`src/assert_macros.svh`:
```
// Assertion macros shared by the RTL of the bit packer.
// No dependencies; the bodies are empty when SYNTH is defined.
`ifndef ASSERT_MACROS_SVH
`define ASSERT_MACROS_SVH
`ifndef SYNTH
// Condition holds at every edge outside reset.
`define VLBP_ASSERT(lbl, clk, rst_n, cond, msg) \
	lbl: assert property (@(posedge clk) disable iff (!rst_n) (cond)) else $error(msg);
// Antecedent implies consequent in the next cycle.
`define VLBP_ASSERT_NEXT(lbl, clk, rst_n, ante, cons, msg) \
	lbl: assert property (@(posedge clk) disable iff (!rst_n) (ante) |=> (cons)) \
		else $error(msg);
`else
`define VLBP_ASSERT(lbl, clk, rst_n, cond, msg)
`define VLBP_ASSERT_NEXT(lbl, clk, rst_n, ante, cons, msg)
`endif
`endif

```
`src/vlbp_pkg.sv`:
```
// Types and constants for the variable-length bit packer.
// No dependencies.
package vlbp_pkg;

	localparam int WORD_BITS  = 64;
	localparam int CNT_W      = 7;   // holds 0..WORD_BITS
	localparam int POS_W      = 6;   // bit position inside a word
	localparam int BT_W       = 32;
	localparam int FIFO_DEPTH = 4;
	localparam int FPTR_W     = 2;
	localparam int FCNT_W     = 3;

	typedef struct packed {
		logic [WORD_BITS-1:0] word;
		logic [CNT_W-1:0]     valid_bits;
		logic                 stream_last;
	} result_t;

	typedef struct packed {
		logic push_a;      // first result present
		logic push_b;      // second result present
		logic stream_end;  // final block end: state returns to a new stream
	} merge_ctl_t;

endpackage

```
`src/vlbp_merge.sv`:
```
// Shift-and-merge of one request into the pending bits, with word and flush decisions.
// Depends on vlbp_pkg.
module vlbp_merge
	import vlbp_pkg::*;
(
	input  logic [WORD_BITS-1:0] value,
	input  logic [CNT_W-1:0]     bit_count,
	input  logic                 block_end,
	input  logic [WORD_BITS-1:0] pend_bits,
	input  logic [POS_W-1:0]     pend_cnt,
	input  logic [BT_W-1:0]      blocks_done,
	input  logic [BT_W-1:0]      block_total,
	output logic [WORD_BITS-1:0] nxt_bits,
	output logic [POS_W-1:0]     nxt_cnt,
	output logic [BT_W-1:0]      nxt_blocks,
	output result_t              res_a,
	output result_t              res_b,
	output merge_ctl_t           ctl
);

	logic [CNT_W-1:0]       n_sat;
	logic [WORD_BITS-1:0]   v_mask;
	logic [2*WORD_BITS-1:0] win;
	logic [WORD_BITS-1:0]   lo;
	logic [WORD_BITS-1:0]   hi;
	logic [CNT_W-1:0]       total;
	logic                   full;
	logic [POS_W-1:0]       rem;
	logic [BT_W-1:0]        limit;
	logic [BT_W:0]          done_inc;
	logic                   final_end;

	always_comb begin
		n_sat = (bit_count > CNT_W'(WORD_BITS)) ? CNT_W'(WORD_BITS) : bit_count;
		if (n_sat[POS_W])
			v_mask = value;
		else
			v_mask = value & ((WORD_BITS'(1) << n_sat[POS_W-1:0]) - WORD_BITS'(1));

		win   = {{WORD_BITS{1'b0}}, v_mask} << pend_cnt;
		lo    = win[WORD_BITS-1:0] | pend_bits;
		hi    = win[2*WORD_BITS-1:WORD_BITS];
		total = {1'b0, pend_cnt} + n_sat;
		full  = total[POS_W];
		rem   = total[POS_W-1:0];

		limit     = (block_total == '0) ? BT_W'(1) : block_total;
		done_inc  = {1'b0, blocks_done} + (BT_W+1)'(1);
		final_end = block_end && (done_inc >= {1'b0, limit});

		// a full word leaves its upper half as the new remainder
		nxt_bits = final_end ? '0 : (full ? hi : lo);
		nxt_cnt  = final_end ? '0 : rem;
		if (!block_end)
			nxt_blocks = blocks_done;
		else if (final_end)
			nxt_blocks = '0;
		else
			nxt_blocks = done_inc[BT_W-1:0];

		if (full) begin
			res_a.word        = lo;
			res_a.valid_bits  = CNT_W'(WORD_BITS);
			res_a.stream_last = final_end && (rem == '0);
		end else begin
			// flush of the remainder; an empty remainder gives word 0, zero bits
			res_a.word        = lo;
			res_a.valid_bits  = {1'b0, rem};
			res_a.stream_last = 1'b1;
		end
		res_b.word        = hi;
		res_b.valid_bits  = {1'b0, rem};
		res_b.stream_last = 1'b1;

		ctl.push_a     = full || final_end;
		ctl.push_b     = full && final_end && (rem != '0);
		ctl.stream_end = final_end;
	end

endmodule

```
`src/vlbp_out_fifo.sv`:
```
// Result queue: takes up to two results per cycle, delivers one per transaction.
// Depends on vlbp_pkg and assert_macros.svh.
`include "assert_macros.svh"
module vlbp_out_fifo
	import vlbp_pkg::*;
(
	input  logic    clk,
	input  logic    arst_n,
	input  logic    push_a,
	input  logic    push_b,
	input  result_t din_a,
	input  result_t din_b,
	output logic    room2,
	output logic    dout_valid,
	input  logic    dout_ready,
	output result_t dout
);

	result_t            mem_q [FIFO_DEPTH];
	logic [FPTR_W-1:0]  wp_q;
	logic [FPTR_W-1:0]  rp_q;
	logic [FCNT_W-1:0]  count_q;
	logic               pop;
	logic [FCNT_W-1:0]  n_push;

	assign dout_valid = (count_q != '0);
	assign dout       = mem_q[rp_q];
	assign pop        = dout_valid && dout_ready;
	assign room2      = (count_q <= FCNT_W'(FIFO_DEPTH - 2));
	assign n_push     = FCNT_W'(push_a) + FCNT_W'(push_b);

	always_ff @(posedge clk or negedge arst_n) begin
		if (!arst_n) begin
			wp_q    <= '0;
			rp_q    <= '0;
			count_q <= '0;
		end else begin
			wp_q    <= wp_q + FPTR_W'(n_push);
			rp_q    <= rp_q + FPTR_W'(pop);
			count_q <= count_q + n_push - FCNT_W'(pop);
		end
	end

	always_ff @(posedge clk) begin
		if (push_a)
			mem_q[wp_q] <= din_a;
		if (push_b)
			mem_q[wp_q + FPTR_W'(1)] <= din_b;
	end

	`VLBP_ASSERT(a_fifo_bound, clk, arst_n, count_q <= FCNT_W'(FIFO_DEPTH), "result queue over depth")
	`VLBP_ASSERT(a_push_order, clk, arst_n, !push_b || push_a, "second result without first")
	`VLBP_ASSERT(a_no_overflow, clk, arst_n, !push_a || room2, "push into a queue without room")

endmodule

```
`src/variable_length_bit_packer.sv`:
```
// Variable-length bit packer, top level.
// Depends on vlbp_pkg, vlbp_merge, vlbp_out_fifo and assert_macros.svh.
//
// Usage:
//   Input channel (in_valid/in_ready): value, bit_count, block_end. The low
//   bit_count bits of value (counts above 64 act as 64) are appended LSB first
//   to one bit stream. Output channel (out_valid/out_ready): word, valid_bits,
//   stream_last; every 64 gathered bits leave as a full word, and the block end
//   of the last block of a stream flushes the remainder zero-padded, marked last.
//   Config channel (cfg_valid/cfg_ready/cfg_data) writes block_total, the number
//   of blocks per stream; cfg_ready is always high. Write it only while idle.
// Timing:
//   A request is held in the input register until the queue has room, then its
//   results enter a four-entry result queue whose oldest entry drives the
//   outputs. One request per clock is sustained while the queue has room for
//   two results; a request that yields two words needs two output
//   transactions, so the queue drain of one result per clock sets the rate.
// Reset clears the pending bits, block counter and queue; block_total becomes 1.
// When the receiver stalls, the queue fills and in_ready drops once fewer than
// two entries are free and the input register is occupied.
`include "assert_macros.svh"
module variable_length_bit_packer
	import vlbp_pkg::*;
(
	input  logic                 clk,
	input  logic                 arst_n,
	input  logic                 in_valid,
	output logic                 in_ready,
	input  logic [WORD_BITS-1:0] value,
	input  logic [CNT_W-1:0]     bit_count,
	input  logic                 block_end,
	output logic                 out_valid,
	input  logic                 out_ready,
	output logic [WORD_BITS-1:0] word,
	output logic [CNT_W-1:0]     valid_bits,
	output logic                 stream_last,
	input  logic                 cfg_valid,
	output logic                 cfg_ready,
	input  logic [BT_W-1:0]      cfg_data
);

	logic                 s1_valid_q;
	logic [WORD_BITS-1:0] value_s1;
	logic [CNT_W-1:0]     count_s1;
	logic                 end_s1;

	logic [WORD_BITS-1:0] pend_bits_q;
	logic [POS_W-1:0]     pend_cnt_q;
	logic [BT_W-1:0]      blocks_done_q;
	logic [BT_W-1:0]      block_total_q;

	logic [WORD_BITS-1:0] nxt_bits;
	logic [POS_W-1:0]     nxt_cnt;
	logic [BT_W-1:0]      nxt_blocks;
	result_t              res_a;
	result_t              res_b;
	merge_ctl_t           ctl;
	result_t              dout;
	logic                 room2;
	logic                 commit;
	logic                 in_accept;
	logic [WORD_BITS-1:0] pend_mask;
	logic                 s1_stall;
	logic                 stream_done;
	logic                 state_idle;

	assign commit    = s1_valid_q && room2;
	assign in_ready  = !s1_valid_q || commit;
	assign in_accept = in_valid && in_ready;
	assign cfg_ready = 1'b1;

	always_ff @(posedge clk or negedge arst_n) begin
		if (!arst_n) begin
			s1_valid_q    <= 1'b0;
			pend_bits_q   <= '0;
			pend_cnt_q    <= '0;
			blocks_done_q <= '0;
			block_total_q <= BT_W'(1);
		end else begin
			if (in_accept)
				s1_valid_q <= 1'b1;
			else if (commit)
				s1_valid_q <= 1'b0;
			if (commit) begin
				pend_bits_q   <= nxt_bits;
				pend_cnt_q    <= nxt_cnt;
				blocks_done_q <= nxt_blocks;
			end
			if (cfg_valid && cfg_ready)
				block_total_q <= cfg_data;
		end
	end

	always_ff @(posedge clk) begin
		if (in_accept) begin
			value_s1 <= value;
			count_s1 <= bit_count;
			end_s1   <= block_end;
		end
	end

	vlbp_merge u_merge (
		.value       (value_s1),
		.bit_count   (count_s1),
		.block_end   (end_s1),
		.pend_bits   (pend_bits_q),
		.pend_cnt    (pend_cnt_q),
		.blocks_done (blocks_done_q),
		.block_total (block_total_q),
		.nxt_bits    (nxt_bits),
		.nxt_cnt     (nxt_cnt),
		.nxt_blocks  (nxt_blocks),
		.res_a       (res_a),
		.res_b       (res_b),
		.ctl         (ctl)
	);

	vlbp_out_fifo u_out_fifo (
		.clk        (clk),
		.arst_n     (arst_n),
		.push_a     (commit && ctl.push_a),
		.push_b     (commit && ctl.push_b),
		.din_a      (res_a),
		.din_b      (res_b),
		.room2      (room2),
		.dout_valid (out_valid),
		.dout_ready (out_ready),
		.dout       (dout)
	);

	assign word        = dout.word;
	assign valid_bits  = dout.valid_bits;
	assign stream_last = dout.stream_last;

	assign pend_mask   = (WORD_BITS'(1) << pend_cnt_q) - WORD_BITS'(1);
	assign s1_stall    = s1_valid_q && !commit;
	assign stream_done = commit && ctl.stream_end;
	assign state_idle  = (pend_cnt_q == '0) && (blocks_done_q == '0);

	`VLBP_ASSERT(a_ready_when_empty, clk, arst_n, s1_valid_q || in_ready, "input stalled")
	`VLBP_ASSERT_NEXT(a_stall_holds, clk, arst_n, s1_stall, s1_valid_q, "held transaction lost")
	`VLBP_ASSERT(a_pend_clean, clk, arst_n, (pend_bits_q & ~pend_mask) == '0, "bits above count")
	`VLBP_ASSERT_NEXT(a_end_clears, clk, arst_n, stream_done, state_idle, "stream end left state")

endmodule
```
`config.mk`:
```
export PLATFORM = sky130hd
export DESIGN_NAME = variable_length_bit_packer
export DESIGN_NICKNAME = d
export VERILOG_FILES = /design/src/vlbp_pkg.sv /design/src/vlbp_merge.sv /design/src/vlbp_out_fifo.sv /design/src/variable_length_bit_packer.sv
export VERILOG_INCLUDE_DIRS = /design/src /design/src/src
export SDC_FILE = /design/constraint.sdc
export NUM_CORES = 1
export LEC_CHECK = 0
export ABC_AREA = 1
export BUFFER_PORTS_ARGS = -buffer_cell sky130_fd_sc_hd__buf_4
export CAP_MARGIN = 20
export CORE_AREA = 4 4 264 266
export CTS_CLUSTER_SIZE = 20
export DETAILED_ROUTE_END_ITERATION = 7
export DIE_AREA = 0 0 268 270
export GPL_ROUTABILITY_DRIVEN = 0
export HOLD_SLACK_MARGIN = 0.02
export PLACE_DENSITY_LB_ADDON = 0.2
export SLEW_MARGIN = 20
export SYNTH_ARGS = -nofsm -noshare
export SYNTH_HDL_FRONTEND = slang
export SYNTH_SLANG_ARGS = --single-unit
```
`constraint.sdc`:
```
create_clock -name clk -period 7.5 [get_ports clk]
set_input_delay 0.75 -clock clk [delete_from_list [all_inputs] [get_ports clk]]
set_output_delay 0.75 -clock clk [all_outputs]
set_load 0.01 [all_outputs]
```
Word level (Yosys, flattened, before mapping)
Memories as Yosys holds them, arrays and structs flattened.
Cells that the tools add are included.

storage, ports and cells
  register bits after elaboration = 214
  bits in writable memories = 288
  input bits = 109
  output and inout bits = 75
  memories = 1

memories
  memory            words  width  rd ports  clocked after Yosys merged registers in  write ports  RTL line             text
  u_out_fifo.mem_q  4      72     1         0                                        2            vlbp_out_fifo.sv:19  result_t mem_q [FIFO_DEPTH];

operators by class
  add/subtract/negate cells = 9
  order comparisons = 3
  shift operators = 2
  multiplexer cells = 14
  bitwise operators = 2
  reductions and logical operators = 18

operators with widths
  kind                                                             count
  two-way mux 64 bit                                               3
  left shift 64 x 6 -> 128 bit                                     1
  bitwise AND 64 bit                                               1
  two-way mux 32 bit                                               2
  bitwise OR 64 bit                                                1
  left shift 1 x 6 -> 64 bit (first input constant)                1
  subtractor 64 x 1 -> 64 bit (second input constant)              1
  adder 32 x 1 -> 33 bit (second input constant)                   1
  greater-or-equal comparator 33 x 32 -> 1 bit                     1
  zero test 32 bit                                                 1
  logical AND 1 bit                                                9
  two-way mux 8 bit                                                1
  adder 6 x 7 -> 7 bit                                             1
  greater-than comparator 7 bit (second input constant)            1
  two-way mux 7 bit                                                1
  zero test 6 bit                                                  1
  two-way mux 1 bit                                                6
  two-way mux 6 bit                                                1
  nonzero test 6 bit                                               1
  adder 3 bit                                                      1
  less-or-equal comparator 3 x 2 -> 1 bit (second input constant)  1
  nonzero test 3 bit                                               1
  subtractor 3 x 1 -> 3 bit                                        1
  adder 1 x 1 -> 2 bit                                             1
  7 further kinds                                                  8

Longest topological paths before layout
  word-level depth = 10
  mapped depth = 32
  depth with buffers taken out = 32

By module
From an unflattened synthesis, not the netlist that was laid out.

second synthesis, totals
  cells, all modules = 5294
  area, all modules = 36461.2 um^2

by module, submodules not included
  module                      instances  cells an instance  area each (um^2)  seq. area each (um^2)
  vlbp_out_fifo               1          2152               16920.0           8823.5
  vlbp_merge                  1          2479               12007.8           0.0
  variable_length_bit_packer  1          663                7533.5            5541.6

Worst setup path before layout
No wires, ideal clock.

  path type = reg2reg
  start point = register blocks_done_q[0]
  end point = memory u_out_fifo.mem_q[3][10] (netlist name), enable pin
  arrival time = 5.863 ns
  slack = 1.207 ns
  cell stages (with the launch flop) = 29
  period minus slack after synthesis = 6.293 ns
  cell sequence = dfrtp_1 > ha_1 > nand3_1 > nor2_1 > nand3_1 > nor2_1 > inv_1 > nor4_1 > nand4_1 > nor2_1 > nand2_1 > nor2_1 > nand4_1 > nor3_1 > nand3_1 > xor2_1 > inv_1 > ha_1 > nand2_1 > nor4_1 > nand4_1 > nand4_1 > nand2_2 > nand2_1 > nand2_1 > nor2_1 > inv_1 > clkbuf_1 > nand2_1

RTL lines
  what                      RTL line                          text
  start: declaration        variable_length_bit_packer.sv:49  logic [BT_W-1:0] blocks_done_q;
  start signal: assignment  variable_length_bit_packer.sv:87  blocks_done_q <= nxt_blocks;
  end: declaration          vlbp_out_fifo.sv:19

==> impl_metrics.tcl <==
set metrics [dict create \
    status "complete, no violations" \
    p_leak_nw 16.8 \
    grt_max_degree 95 \
    num_vias 32836 \
    dp.cells 5298 \
    dp_hpwl_um 84200 \
    root_buffer "clkbuf_16" \
    drt_iter0_drc 4525 \
    synth_compound_area_share_pct 10.3 \
    sequentialPowerShare_pct 23.0 \
    die_w_um 268 \
    ys.flop_type "edfxtp_1" \
    skew_ns 0.0353 \
    cts_made_buffers 56 \
    ys_top_cells_by_area "edfxtp_1 (32%), nand2_1 (14%), nand3_1 (13%)" \
    postCtsSetupBuffers 0 \
    dieArea_um2 72400 \
    synthCells 4461 \
    fin_cells 5401 \
    path_depth 28 \
    fin_crit_sh_pct 90.5 \
    drtPass1Iterations 6 \
    cp_num_buf_inv 4 \
    wl_um 119000 \
    slew_violations 0 \
    syn-mean-instance-area_um2 7.48 \
    power.switching_mw 9.31 \
    overflow 0 \
    clk_latency_ns 0.65 \
    tightest_slew_ns 1.05 \
    synth_top_cell_by_area "edfxtp_1" \
    die_h_um 270 \
    combPwrFrac_pct 60.9 \
    required_ns 7.80 \
    synth_cell_types 58 \
    path_max_fanout 38 \
    final.min_clock_period_ns 6.79 \
    syn_to_final_growth_pct 11.0 \
    power.density_nw_per_um2 467 \
    synth_nets 4616 \
    synth-simple-area-share_pct 37.5 \
    fmax_mhz 147 \
    ios 184 \
    clk_path_buf_depth 3 \
    slew_headroom_pct 30.0 \
    cts.sinks 502 \
    drv_cap 0 \
    worst-endpoint-arrival_ns 7.09 \
    synth-xor-area-share_pct 0.840 \
    nets 4638 \
    core-area_um2 67000 \
    reg2reg_depth 28 \
    hold_violations 0 \
    asyncSetResetFlopFracSynth_pct 28.3 \
    cts_tree "done" \
    cts_resized 0 \
    synth-edff-count 352 \
    postCtsHoldBufs 0 \
    yosysSeqAreaShare_pct 42.8 \
    setup_viol 0 \
    via_per_inst 6.08 \
    crit_type "flop to flop" \
    power.internal_mw 7.98 \
    layout-drive-gt1-share_pct 12.7 \
    synth_top_area_share_pct 31.7 \
    synth_top_family_by_area "simple AND/OR/NAND/NOR gates" \
    critPathTopFamily "simple AND/OR/NAND/NOR gates" \
    drtAntennaViolNets 0 \
    synth_seq_cells 502 \
    crit_path_start_kind "flop" \
    initial_core_util_pct 49.8 \
    synthAdderAreaFrac_pct 1.77 \
    cp_common_cell "nand2_1" \
    wl_per_cell_um 22.0 \
    synthMuxAreaShare_pct 0 \
    power_switching_share_pct 53.9 \
    diodes 0 \
    grt_pass1_wl_um 180000 \
    antenna_found_initial 0 \
    grt.total_usage_pct 32.0 \
    power_frac_clock_pct 16.1 \
    ys_top_cells_by_count "nand2_1 (1205), nand3_1 (864), edfxtp_1 (352), nor2_1 (331), o21ai_0 (276)" \
    fillers 6374 \
    io_buffers 182 \
    tns_ns 0 \
    ir_drop_uv 212 \
    rows 95 \
    grt_pass1_vias 29917 \
    drc 0 \
    yosysWarnings 0 \
    cts_max_level 2 \
    cp_slowest_stage_delay_ns 0.69 \
    cp_slowest_cell "nand2_4" \
    hold_path.class "input port to asynchronous set/reset pin" \
    clk_pin_slew_ns 0.06 \
    rsz0062_at_grt "no" \
    netlist_area_um2 33400 \
    cp-end-kind "flop" \
    synth.most_common_cell "nand2_1" \
]
[cell usage in the layout, fill, tap and decap left out, types with 7 or more instances in the layout]
cell type,instances
nand4_2,9
nor2_2,27
nor4_1,18
nand3_1,864
inv_1,257
dfxtp_1,8
clkbuf_1,15
nand2_4,7
nand4_1,73
nor3_1,14
o21ai_0,276
xor2_1,28
clkbuf_16,57
nor2_1,329
a21oi_1,53
dfrtp_1,133
clkinv_2,11
buf_4,228
nand3_2,91
nand2_2,43
a21oi_2,7
inv_2,31
o211ai_1,12
nor2_4,9
clkinv_1,10
o21ai_1,94
o21bai_1,14
nand2_1,1201
ha_1,44
edfxtp_1,352
o22ai_1,115
[layout make-up]
| class | count | area [um2] | share of cell area [%] |
|---|---|---|---|
| timing repair buffer | 234 | 1820 | 4.92 |
| clock buffer | 73 | 1500 | 4.04 |
| multi-input combinational | 3396 | 16900 | 45.6 |
| sequential | 502 | 14300 | 38.6 |
| inverter | 293 | 1100 | 2.98 |
| tap | 873 | 1090 | 2.95 |
| clock inverter | 30 | 340 | 0.919 |
[worst paths after layout]
| kind | slack (ns) | start | to |
|---|---|---|---|
| max | 0.71 | blocks_done_q[0] | u_out_fifo.mem_q[0][3] |
| min | 0.19 | arst_n | block_total_q[29] |
| max reg2reg | 0.71 | blocks_done_q[0] | u_out_fifo.mem_q[0][3] |
| min reg2reg | 0.47 | u_out_fifo.mem_q[3][7] | u_out_fifo.mem_q[3][7] |
| max in group asynchronous | 5.78 | arst_n | pend_cnt_q[5] |
| min in group clk | 0.29 | value[10] | value_s1[10] |
[per-layer routing]
layer | vias to the layer above | wire [um] | track usage [%]
li1 | 15358 | - | -
met1 | 15253 | 46700 | 43.7
met3 | 328 | 13100 | 7.59
met5 | - | 0 | 0
met2 | 1897 | 52000 | 47.7
met4 | 0 | 7260 | 16.4
[power groups by stage]
stage,Clock [mW],Combinational [mW],Sequential (mW)
floorplan,0,6.75,3.83
global placement,0,10.1,4.00
detailed placement,0,10.2,4.00
CTS,2.81,10.2,3.96
global route,2.96,11.3,4.01
finish,2.79,10.5,3.97
[sequential cells by signal, summed over array words and instances, names as in the netlist]
signal              cells
blocks_done_q          32
pend_bits_q            64
s1_valid_q              1
pend_cnt_q              6
u_out_fifo.wp_q         2
u_out_fifo.count_q      3
u_out_fifo.rp_q         2
end_s1                  1
value_s1               64
count_s1                7
block_total_q          32
u_out_fifo.mem_q      288
[worst register-to-register path: cells and delay by family, from the launching register on]
family | cells | cell delay, ns
XOR/XNOR | 1 | 0.21
adder cells (fa/ha/maj) | 2 | 0.51
buffers and inverters | 4 | 0.72
flip-flops | 1 | 0.39
AND/OR/NAND/NOR | 21 | 4.63
[metrics by stage]
stage,area (um2),setup slack (ns),util (%),hold slack [ns],power (mW)
6_report,37000,0.710,55.2,0.190,17.3
4_1_cts,37000,0.801,55.2,0.212,17.0
3_5_place_dp,35200,0.861,52.5,0.457,14.2
2_1_floorplan,33400,1.21,-,0.435,10.6
3_3_place_gp,35200,1.03,52.5,0.448,14.1
5_1_grt,37000,0.133,55.2,0.253,18.3
[cells by family (layout without fill, tap and decap cells)]
family,after synthesis,count (layout)
and+or+nand+nor,2705,2705
AOI/OAI and AO/OA,612,612
buffers and inverters,563,630
DFF,502,502
adders and majority gates,46,46
xor gates and xnor gates,32,32
other,1,1
(Power assumes the default switching activity.)
